--- src/srar_pkg.sv ---
// ----------------------------------------------------------------------------
// srar_pkg
// Shared constants, item types and the line character table of the reporter.
// ----------------------------------------------------------------------------
package srar_pkg;

  localparam int SAMPLES_PER_READING = 10;

  localparam int TEMP_SCALE = 330;
  localparam int MV_SCALE   = 3300;
  localparam int ADC_FULL   = 1023;
  localparam int HUM_DIV    = 3;
  localparam int DEC_BASE   = 10;

  localparam int SAMPLE_W = 10;
  localparam int NUM_W    = $clog2(ADC_FULL * MV_SCALE + 1);
  localparam int DEN_W    = 10;
  localparam int CNT_W    = $clog2(SAMPLES_PER_READING + 1);
  localparam int SUM_W    = $clog2(SAMPLES_PER_READING * TEMP_SCALE + 1);
  localparam int VAL_W    = $clog2(MV_SCALE + 1);
  localparam int PREV_W   = $clog2(TEMP_SCALE + 1);

  // rounded-up reciprocals scaled by 2^REC_SH, exact over the numerator range
  localparam int REC_SH = 32;
  localparam int REC_W  = REC_SH + 1;
  localparam logic [REC_W-1:0] REC_ADC =
    REC_W'(((64'd1 << REC_SH) + 64'(ADC_FULL) - 64'd1) / 64'(ADC_FULL));
  localparam logic [REC_W-1:0] REC_HUM =
    REC_W'(((64'd1 << REC_SH) + 64'(HUM_DIV) - 64'd1) / 64'(HUM_DIV));
  localparam logic [REC_W-1:0] REC_DEC =
    REC_W'(((64'd1 << REC_SH) + 64'(DEC_BASE) - 64'd1) / 64'(DEC_BASE));
  localparam logic [REC_W-1:0] REC_AVG =
    REC_W'(((64'd1 << REC_SH) + 64'(SAMPLES_PER_READING) - 64'd1) /
           64'(SAMPLES_PER_READING));

  localparam int NDIG   = 8;
  localparam int DIG_W  = 4;
  localparam int DCNT_W = $clog2(NDIG);

  localparam int HUM_LEN = 24;
  localparam int TEM_LEN = 30;
  localparam int IDX_W   = $clog2(TEM_LEN);

  localparam logic [8*HUM_LEN-1:0] HUM_LINE = "Vh=3.300V | Humedad=099%";
  localparam logic [8*TEM_LEN-1:0] TEM_LINE = "|Vt=3.300V | Temperatura=99C\015\012";

  localparam logic [7:0] ASCII_ZERO = 8'h30;

  localparam logic KIND_HUM  = 1'b0;
  localparam logic KIND_TEMP = 1'b1;

  typedef struct packed {
    logic                kind;
    logic [SAMPLE_W-1:0] sample;
  } in_item_t;

  typedef struct packed {
    logic [7:0] text_byte;
    logic       last;
  } out_item_t;

  typedef struct packed {
    logic              start;
    logic [NUM_W-1:0]  num;
    logic [DEN_W-1:0]  den;
    logic [REC_W-1:0]  recip;
  } div_req_t;

  typedef struct packed {
    logic             busy;
    logic             done;
    logic [NUM_W-1:0] quo;
    logic [DEN_W-1:0] rem;
  } div_rsp_t;

  typedef logic [NDIG-1:0][DIG_W-1:0] digits_t;

  typedef struct packed {
    logic    start;
    logic    kind;
    digits_t digits;
  } emit_req_t;

  typedef struct packed {
    logic busy;
    logic done;
  } emit_rsp_t;

  function automatic logic [7:0] to_ascii(input logic [DIG_W-1:0] d);
    return ASCII_ZERO + {{(8 - DIG_W){1'b0}}, d};
  endfunction

  // template character with the decimal digits patched in
  function automatic logic [7:0] line_char(input logic kind, input logic [IDX_W-1:0] idx,
                                           input digits_t dig);
    logic [7:0] ch;
    ch = 8'h00;
    if (kind == KIND_HUM) begin
      if (idx < IDX_W'(HUM_LEN)) begin
        ch = HUM_LINE[8 * (HUM_LEN - 1 - int'(idx)) +: 8];
      end
      case (idx)
        IDX_W'(3):  ch = to_ascii(dig[3]);
        IDX_W'(5):  ch = to_ascii(dig[2]);
        IDX_W'(6):  ch = to_ascii(dig[1]);
        IDX_W'(7):  ch = to_ascii(dig[0]);
        IDX_W'(20): ch = to_ascii(dig[7]);
        IDX_W'(21): ch = to_ascii(dig[6]);
        IDX_W'(22): ch = to_ascii(dig[5]);
        default: ;
      endcase
    end else begin
      if (idx < IDX_W'(TEM_LEN)) begin
        ch = TEM_LINE[8 * (TEM_LEN - 1 - int'(idx)) +: 8];
      end
      case (idx)
        IDX_W'(4):  ch = to_ascii(dig[3]);
        IDX_W'(6):  ch = to_ascii(dig[2]);
        IDX_W'(7):  ch = to_ascii(dig[1]);
        IDX_W'(8):  ch = to_ascii(dig[0]);
        IDX_W'(25): ch = to_ascii(dig[1]);
        IDX_W'(26): ch = to_ascii(dig[0]);
        default: ;
      endcase
    end
    return ch;
  endfunction

endpackage

--- src/srar_div.sv ---
// ----------------------------------------------------------------------------
// srar_div
// Shared constant divider: reciprocal product, then remainder, on one multiplier.
// ----------------------------------------------------------------------------
module srar_div (
  input  logic                clk,
  input  logic                rst_n,
  input  srar_pkg::div_req_t  req,
  output srar_pkg::div_rsp_t  rsp
);

  logic                                        busy_r, busy_nxt;
  logic                                        done_r, done_nxt;
  logic                                        phase_r, phase_nxt;
  logic [srar_pkg::NUM_W-1:0]                  num_r, num_nxt;
  logic [srar_pkg::DEN_W-1:0]                  den_r, den_nxt;
  logic [srar_pkg::REC_W-1:0]                  recip_r, recip_nxt;
  logic [srar_pkg::DEN_W-1:0]                  rem_r, rem_nxt;
  logic [srar_pkg::NUM_W-1:0]                  quo_r, quo_nxt;
  logic [srar_pkg::NUM_W-1:0]                  mul_a;
  logic [srar_pkg::REC_W-1:0]                  mul_b;
  logic [srar_pkg::NUM_W+srar_pkg::REC_W-1:0]  prod;

  // first pass num * recip, second pass quo * den
  assign mul_a = phase_r ? quo_r : num_r;
  assign mul_b = phase_r ? {{(srar_pkg::REC_W - srar_pkg::DEN_W){1'b0}}, den_r} : recip_r;
  assign prod  = {{srar_pkg::REC_W{1'b0}}, mul_a} * {{srar_pkg::NUM_W{1'b0}}, mul_b};

  always_comb begin
    busy_nxt  = busy_r;
    done_nxt  = 1'b0;
    phase_nxt = phase_r;
    num_nxt   = num_r;
    den_nxt   = den_r;
    recip_nxt = recip_r;
    rem_nxt   = rem_r;
    quo_nxt   = quo_r;
    if (req.start) begin
      busy_nxt  = 1'b1;
      phase_nxt = 1'b0;
      num_nxt   = req.num;
      den_nxt   = req.den;
      recip_nxt = req.recip;
    end else if (busy_r) begin
      if (!phase_r) begin
        quo_nxt   = prod[srar_pkg::REC_SH +: srar_pkg::NUM_W];
        phase_nxt = 1'b1;
      end else begin
        rem_nxt  = srar_pkg::DEN_W'(num_r - prod[srar_pkg::NUM_W-1:0]);
        busy_nxt = 1'b0;
        done_nxt = 1'b1;
      end
    end
  end

  always_ff @(posedge clk) begin
    if (!rst_n) begin
      busy_r  <= 1'b0;
      done_r  <= 1'b0;
      phase_r <= 1'b0;
    end else begin
      busy_r  <= busy_nxt;
      done_r  <= done_nxt;
      phase_r <= phase_nxt;
    end
  end

  always_ff @(posedge clk) begin
    num_r   <= num_nxt;
    den_r   <= den_nxt;
    recip_r <= recip_nxt;
    rem_r   <= rem_nxt;
    quo_r   <= quo_nxt;
  end

  assign rsp.busy = busy_r;
  assign rsp.done = done_r;
  assign rsp.quo  = quo_r;
  assign rsp.rem  = rem_r;

endmodule

--- src/srar_fmt.sv ---
// ----------------------------------------------------------------------------
// srar_fmt
// Report line emitter: walks the line template and feeds the output register.
// ----------------------------------------------------------------------------
module srar_fmt (
  input  logic                 clk,
  input  logic                 rst_n,
  input  srar_pkg::emit_req_t  req,
  output srar_pkg::emit_rsp_t  rsp,
  output logic                 out_valid,
  input  logic                 out_ready,
  output srar_pkg::out_item_t  out_item
);

  logic                        busy_r, busy_nxt;
  logic [srar_pkg::IDX_W-1:0]  idx_r, idx_nxt;
  logic                        out_valid_r, out_valid_nxt;
  srar_pkg::out_item_t         out_item_r, out_item_nxt;
  logic                        load;
  logic                        is_last;

  assign load    = busy_r && (!out_valid_r || out_ready);
  assign is_last = (req.kind == srar_pkg::KIND_HUM) ?
                   (idx_r == srar_pkg::IDX_W'(srar_pkg::HUM_LEN - 1)) :
                   (idx_r == srar_pkg::IDX_W'(srar_pkg::TEM_LEN - 1));

  always_comb begin
    busy_nxt      = busy_r;
    idx_nxt       = idx_r;
    out_valid_nxt = out_valid_r;
    out_item_nxt  = out_item_r;
    if (req.start) begin
      busy_nxt = 1'b1;
      idx_nxt  = '0;
    end
    if (out_valid_r && out_ready) begin
      out_valid_nxt = 1'b0;
    end
    if (load) begin
      out_valid_nxt          = 1'b1;
      out_item_nxt.text_byte = srar_pkg::line_char(req.kind, idx_r, req.digits);
      out_item_nxt.last      = is_last;
      idx_nxt                = idx_r + srar_pkg::IDX_W'(1);
      if (is_last) begin
        busy_nxt = 1'b0;
      end
    end
  end

  always_ff @(posedge clk) begin
    if (!rst_n) begin
      busy_r      <= 1'b0;
      idx_r       <= '0;
      out_valid_r <= 1'b0;
    end else begin
      busy_r      <= busy_nxt;
      idx_r       <= idx_nxt;
      out_valid_r <= out_valid_nxt;
    end
  end

  always_ff @(posedge clk) begin
    out_item_r <= out_item_nxt;
  end

  assign rsp.busy  = busy_r;
  assign rsp.done  = load && is_last;
  assign out_valid = out_valid_r;
  assign out_item  = out_item_r;

endmodule

--- src/sensor_reading_ascii_reporter_unit.sv ---
// ----------------------------------------------------------------------------
// sensor_reading_ascii_reporter_unit
// Turns tagged converter samples into ASCII report lines.
// ----------------------------------------------------------------------------
// in_item carries kind (0 humidity, 1 temperature) and a 10-bit sample, taken
// on in_valid & in_ready. out_item carries one text_byte per item, last marks
// the final character of a line. Both channels are valid/ready.
// One shared constant divider (reciprocal multiply, then remainder) does all
// scaling, averaging and digit splits. Humidity item: /1023, /3 and eight
// /10 steps, then 24 characters, one per cycle while the receiver is ready;
// the next item can be taken once the last character of the line is loaded
// into the output register. Temperature item: one /1023 step and no output,
// except every tenth one, which adds an average divide and four /10 steps
// and then 30 characters ending in CR LF.
// in_ready is high only while no item is in work; the last character of a
// line may still sit in the output register when the next item is taken.
// A stalled receiver holds the emitter and hence the whole unit.
// Synchronous reset clears the count, the sum and the previous reading.
// ----------------------------------------------------------------------------
module sensor_reading_ascii_reporter_unit (
  input  logic                 clk,
  input  logic                 rst_n,
  input  logic                 in_valid,
  output logic                 in_ready,
  input  srar_pkg::in_item_t   in_item,
  output logic                 out_valid,
  input  logic                 out_ready,
  output srar_pkg::out_item_t  out_item
);

  typedef enum logic [5:0] {
    ST_IDLE  = 6'b000001,
    ST_SCALE = 6'b000010,
    ST_HDIV  = 6'b000100,
    ST_DIGIT = 6'b001000,
    ST_AVG   = 6'b010000,
    ST_EMIT  = 6'b100000
  } state_t;

  state_t                        state_r, state_nxt;
  logic                          kind_r, kind_nxt;
  logic [srar_pkg::NUM_W-1:0]    prod_r, prod_nxt;
  logic [srar_pkg::VAL_W-1:0]    mv_r, mv_nxt;
  logic [srar_pkg::VAL_W-1:0]    h_r, h_nxt;
  logic [srar_pkg::VAL_W-1:0]    val_r, val_nxt;
  srar_pkg::digits_t             dig_r, dig_nxt;
  logic [srar_pkg::DCNT_W-1:0]   dcnt_r, dcnt_nxt;
  logic [srar_pkg::CNT_W-1:0]    cnt_r, cnt_nxt;
  logic [srar_pkg::SUM_W-1:0]    sum_r, sum_nxt;
  logic [srar_pkg::PREV_W-1:0]   prev_r, prev_nxt;
  logic                          div_start_r, div_start_nxt;
  logic                          emit_start_r, emit_start_nxt;

  srar_pkg::div_req_t            div_req;
  srar_pkg::div_rsp_t            div_rsp;
  srar_pkg::emit_req_t           emit_req;
  srar_pkg::emit_rsp_t           emit_rsp;

  logic [srar_pkg::CNT_W-1:0]    cnt_inc;
  logic [srar_pkg::PREV_W:0]     reading_sum;
  logic [srar_pkg::PREV_W-1:0]   reading;
  logic [srar_pkg::DCNT_W-1:0]   dcnt_last;

  assign cnt_inc     = cnt_r + srar_pkg::CNT_W'(1);
  assign reading_sum = {1'b0, div_rsp.quo[srar_pkg::PREV_W-1:0]} + {1'b0, prev_r};
  assign reading     = reading_sum[srar_pkg::PREV_W:1];
  assign dcnt_last   = (kind_r == srar_pkg::KIND_HUM) ?
                       srar_pkg::DCNT_W'(srar_pkg::NDIG - 1) :
                       srar_pkg::DCNT_W'(srar_pkg::NDIG / 2 - 1);

  assign in_ready = (state_r == ST_IDLE);

  // divider operands by step
  always_comb begin
    div_req.start = div_start_r;
    div_req.num   = '0;
    div_req.den   = '0;
    div_req.recip = '0;
    case (state_r)
      ST_SCALE: begin
        div_req.num   = prod_r;
        div_req.den   = srar_pkg::DEN_W'(srar_pkg::ADC_FULL);
        div_req.recip = srar_pkg::REC_ADC;
      end
      ST_HDIV: begin
        div_req.num   = srar_pkg::NUM_W'(mv_r);
        div_req.den   = srar_pkg::DEN_W'(srar_pkg::HUM_DIV);
        div_req.recip = srar_pkg::REC_HUM;
      end
      ST_DIGIT: begin
        div_req.num   = srar_pkg::NUM_W'(val_r);
        div_req.den   = srar_pkg::DEN_W'(srar_pkg::DEC_BASE);
        div_req.recip = srar_pkg::REC_DEC;
      end
      ST_AVG: begin
        div_req.num   = srar_pkg::NUM_W'(sum_r);
        div_req.den   = srar_pkg::DEN_W'(srar_pkg::SAMPLES_PER_READING);
        div_req.recip = srar_pkg::REC_AVG;
      end
      default: ;
    endcase
  end

  always_comb begin
    state_nxt      = state_r;
    kind_nxt       = kind_r;
    prod_nxt       = prod_r;
    mv_nxt         = mv_r;
    h_nxt          = h_r;
    val_nxt        = val_r;
    dig_nxt        = dig_r;
    dcnt_nxt       = dcnt_r;
    cnt_nxt        = cnt_r;
    sum_nxt        = sum_r;
    prev_nxt       = prev_r;
    div_start_nxt  = 1'b0;
    emit_start_nxt = 1'b0;
    case (state_r)
      ST_IDLE: begin
        if (in_valid) begin
          kind_nxt      = in_item.kind;
          prod_nxt      = srar_pkg::NUM_W'(in_item.sample) *
                          ((in_item.kind == srar_pkg::KIND_TEMP) ?
                           srar_pkg::NUM_W'(srar_pkg::TEMP_SCALE) :
                           srar_pkg::NUM_W'(srar_pkg::MV_SCALE));
          state_nxt     = ST_SCALE;
          div_start_nxt = 1'b1;
        end
      end
      ST_SCALE: begin
        if (div_rsp.done) begin
          if (kind_r == srar_pkg::KIND_HUM) begin
            mv_nxt        = div_rsp.quo[srar_pkg::VAL_W-1:0];
            state_nxt     = ST_HDIV;
            div_start_nxt = 1'b1;
          end else begin
            sum_nxt = sum_r + div_rsp.quo[srar_pkg::SUM_W-1:0];
            cnt_nxt = cnt_inc;
            if (cnt_inc == srar_pkg::CNT_W'(srar_pkg::SAMPLES_PER_READING)) begin
              state_nxt     = ST_AVG;
              div_start_nxt = 1'b1;
            end else begin
              state_nxt = ST_IDLE;
            end
          end
        end
      end
      ST_HDIV: begin
        if (div_rsp.done) begin
          h_nxt         = div_rsp.quo[srar_pkg::VAL_W-1:0];
          val_nxt       = mv_r;
          dcnt_nxt      = '0;
          state_nxt     = ST_DIGIT;
          div_start_nxt = 1'b1;
        end
      end
      ST_AVG: begin
        if (div_rsp.done) begin
          prev_nxt      = reading;
          sum_nxt       = '0;
          cnt_nxt       = '0;
          val_nxt       = srar_pkg::VAL_W'(reading);
          dcnt_nxt      = '0;
          state_nxt     = ST_DIGIT;
          div_start_nxt = 1'b1;
        end
      end
      ST_DIGIT: begin
        if (div_rsp.done) begin
          dig_nxt[dcnt_r] = div_rsp.rem[srar_pkg::DIG_W-1:0];
          if (dcnt_r == dcnt_last) begin
            state_nxt      = ST_EMIT;
            emit_start_nxt = 1'b1;
          end else begin
            dcnt_nxt      = dcnt_r + srar_pkg::DCNT_W'(1);
            div_start_nxt = 1'b1;
            // humidity figure digits follow the millivolt digits
            if (dcnt_r == srar_pkg::DCNT_W'(srar_pkg::NDIG / 2 - 1)) begin
              val_nxt = h_r;
            end else begin
              val_nxt = div_rsp.quo[srar_pkg::VAL_W-1:0];
            end
          end
        end
      end
      ST_EMIT: begin
        if (emit_rsp.done) begin
          state_nxt = ST_IDLE;
        end
      end
      default: begin
        state_nxt = ST_IDLE;
      end
    endcase
  end

  always_ff @(posedge clk) begin
    if (!rst_n) begin
      state_r      <= ST_IDLE;
      cnt_r        <= '0;
      sum_r        <= '0;
      prev_r       <= '0;
      div_start_r  <= 1'b0;
      emit_start_r <= 1'b0;
    end else begin
      state_r      <= state_nxt;
      cnt_r        <= cnt_nxt;
      sum_r        <= sum_nxt;
      prev_r       <= prev_nxt;
      div_start_r  <= div_start_nxt;
      emit_start_r <= emit_start_nxt;
    end
  end

  always_ff @(posedge clk) begin
    kind_r <= kind_nxt;
    prod_r <= prod_nxt;
    mv_r   <= mv_nxt;
    h_r    <= h_nxt;
    val_r  <= val_nxt;
    dig_r  <= dig_nxt;
    dcnt_r <= dcnt_nxt;
  end

  assign emit_req.start  = emit_start_r;
  assign emit_req.kind   = kind_r;
  assign emit_req.digits = dig_r;

  srar_div u_div (
    .clk (clk),
    .rst_n (rst_n),
    .req (div_req),
    .rsp (div_rsp)
  );

  srar_fmt u_fmt (
    .clk       (clk),
    .rst_n     (rst_n),
    .req       (emit_req),
    .rsp       (emit_rsp),
    .out_valid (out_valid),
    .out_ready (out_ready),
    .out_item  (out_item)
  );

`ifndef ASSERT_OFF
  a_div_start_free: assert property (@(posedge clk) disable iff (!rst_n)
    div_req.start |-> !div_rsp.busy)
    else $error("divider started while busy");

  a_emit_start_free: assert property (@(posedge clk) disable iff (!rst_n)
    emit_req.start |-> !emit_rsp.busy)
    else $error("line started while emitter busy");

  a_ready_after_line: assert property (@(posedge clk) disable iff (!rst_n)
    emit_rsp.done |=> in_ready)
    else $error("not ready after line end");

  a_count_range: assert property (@(posedge clk) disable iff (!rst_n)
    cnt_r <= srar_pkg::CNT_W'(srar_pkg::SAMPLES_PER_READING))
    else $error("sample count out of range");

  a_prev_range: assert property (@(posedge clk) disable iff (!rst_n)
    prev_r <= srar_pkg::PREV_W'(srar_pkg::TEMP_SCALE))
    else $error("previous reading out of range");
`endif

endmodule

--- config.mk ---
export PLATFORM = sky130hd
export DESIGN_NAME = sensor_reading_ascii_reporter_unit
export DESIGN_NICKNAME = d
export VERILOG_FILES = /design/src/srar_pkg.sv /design/src/srar_div.sv /design/src/srar_fmt.sv /design/src/sensor_reading_ascii_reporter_unit.sv
export SDC_FILE = /design/constraint.sdc
export NUM_CORES = 2
export LEC_CHECK = 0
export BUFFER_PORTS_ARGS = -buffer_cell sky130_fd_sc_hd__buf_4
export CAP_MARGIN = 15
export CORE_MARGIN = 2
export CORE_UTILIZATION = 70
export CTS_CLUSTER_SIZE = 12
export DETAILED_ROUTE_END_ITERATION = 8
export HOLD_SLACK_MARGIN = 0.02
export PLACE_DENSITY = 0.84
export SYNTH_ARGS = -nofsm -noshare
export SYNTH_HDL_FRONTEND = slang
export SYNTH_HIERARCHICAL = 1
export SYNTH_SLANG_ARGS = --single-unit
export TNS_END_PERCENT = 5
--- constraint.sdc ---
create_clock -name clk -period 21.3 [get_ports clk]
set_clock_uncertainty 0.05 [all_clocks]
set_input_delay 6.39 -clock clk [delete_from_list [all_inputs] [get_ports clk]]
set_output_delay 6.39 -clock clk [all_outputs]
set_load 0.005 [all_outputs]
==> results.cfg <==
[run_status]
status = completed

[min_path]
holdPathEnd = prev_r[5]
holdCritStartpoint = prev_r[5]
hold_depth = 2
min_path_type = register to register

[synthesis]
yosys_warnings = 6
synth_cells = 3753
netlist_area_um2 = 36300
synth.avg_cell_area_um2 = 9.68

[clocking]
path_clk_slew_ns = 0.06
cts_tree = yes
clk_latency_ns = 0.58
cts.sinks = 231
cts_buffers = 27
clock-root-buffer = clkbuf_16
postCtsHoldBufs = 0
clock_path_buffers = 3
cts_repair_resize_count = 0
post_cts_buffers = 0
htreeDepth = 1

[route]
dr.pass1.iters = 6
wl_per_cell_um = 21.5
ant_nets = 0
drc = 0
wirelength_um = 95000
drt_iter0_drc = 2930
via_count = 27400
vias_per_cell = 6.20

[sta]
max_slew.worst_pin.slew_ns = 1.33
holdWs_ns = 0.432
period_minus_slack_ns = 10.84
min_period_over_period_pct = 50.9
setup-tns-final_ns = 0
clock.fmax_mhz = 92.3
finalHoldViolations = 0
slew_headroom_pct = 11.5
finalMaxSlewViolations = 0
rsz0062_at_grt = false
finalSetupViolCount = 0

[critical_path]
arrival_ns = 11.11
critPathKind = primary input to register
path_buf_inv = 4
cp.required_ns = 21.58
path_delay_family = adder cells
cp_slowest_cell = fa_1
crit_chain = buf_4, nand2b_1, fa_1, inv_1, fa_1, fa_1, fa_1, inv_1, fa_1, inv_1, ha_1, nand2_1, o21ai_0, o21bai_1, nand2_1, o21ai_0, a221oi_1, xnor2_1
cp-end-kind = register
cp-start-kind = primary input
crit_top_cell = fa_1
rr_startpoint = u_div/phase_r
reg2reg_depth = 20
r2r_end = u_div/quo_r[17]
cpPeakStageDelay_ns = 0.56
critical_path_peak_fanout = 22
r2r_slack_ns = 11.44

[layout]
multi_input_area_um2 = 26700
layout-drive-gt1-share_pct = 5.58
final_cells = 4424
final_cell_area_um2 = 38100
seqCellArea_um2 = 6510
most-common-layout-cells = inv_1 (682), fa_1 (664), nand2_1 (526)
fillerInstances = 3617
fin_nets = 4667
area_growth_pct = 4.88
final_common_cell = inv_1

[run]
cap_violations = 0

[global_routing]
grt_pass1_wl_um = 152000
antenna_found_initial = 2
overflow = 0
grt_pass1_vias = 28800
grt_usage_pct = 36.9
grt_max_degree = 70

[floorplan]
dieWidth_um = 232
io_pins = 26
rows = 83
start_util_pct = 70.8
core_um2 = 51300
die_h_um = 232
die_area_um2 = 53700

[placed_design]
dp_hpwl_um = 72300
placed_area_um2 = 37200
dp_cells = 4371
io_buffers = 24
gp_congestion = 0.997
-- metal layers --
| layer | vias to the layer above | wire [µm] | GRT usage (%) |
|---|---|---|---|
| met2 | 1530 | 45400 | 60.9 |
| met5 | - | 0 | 0 |
| li1 | 11800 | - | - |
| met4 | 0 | 5800 | 19.5 |
| met1 | 13700 | 34100 | 46.7 |
| met3 | 414 | 9620 | 6.86 |
-- flip-flops by register name, summed over array words and instances (netlist names), 5 cells and up --
signal          cells
dig_r              28
h_r                12
mv_r               12
prev_r              9
prod_r             21
state_r             6
sum_r              12
u_div/den_r        10
u_div/num_r        22
u_div/quo_r        22
u_div/recip_r      33
u_fmt/idx_r         5
u_fmt/out_item      8
val_r              12
-- layout make-up --
class	count	area share, %
Multi-Input combinational cell	2695	70.1
Clock inverter	13	0.305
Clock buffer	37	1.95
Tap cell	680	2.23
Inverter	687	6.77
Antenna cell	1	0.00657
Sequential cell	231	17.1
Timing Repair Buffer	80	1.58
-- tightest hold or removal path, stage by stage (launching register included) --
cell      delay (ns)
dfxtp_1         0.31
nand2_1         0.05
a21boi_0        0.07
-- stage by stage --
step / setup WS, ns / util, %
after floorplan: 10.17 / -
after global placement: 10.08 / 72.6
after detailed placement: 9.92 / 72.6
after CTS: 10.51 / 74.2
after global routing: 10.25 / 74.3
final: 10.46 / 74.3
-- how the worst max path moves through the flow --
| stage | cells past startpoint | slack [ns] | endpoint | from |
|---|---|---|---|---|
| 2_1_floorplan | 18 | 10.17 | prod_r[21] | in_item[10] |
| 3_3_place_gp | 18 | 10.08 | prod_r[21] | in_item[10] |
| 3_5_place_dp | 18 | 9.92 | prod_r[21] | in_item[10] |
| 4_1_cts | 18 | 10.51 | prod_r[21] | in_item[10] |
| 5_1_grt | 18 | 10.25 | prod_r[21] | in_item[10] |
| 6_report | 18 | 10.46 | prod_r[21] | in_item[10] |
Power is not shown: default switching activity piles up to over one toggle a cycle in this logic, so the estimate is an artifact.
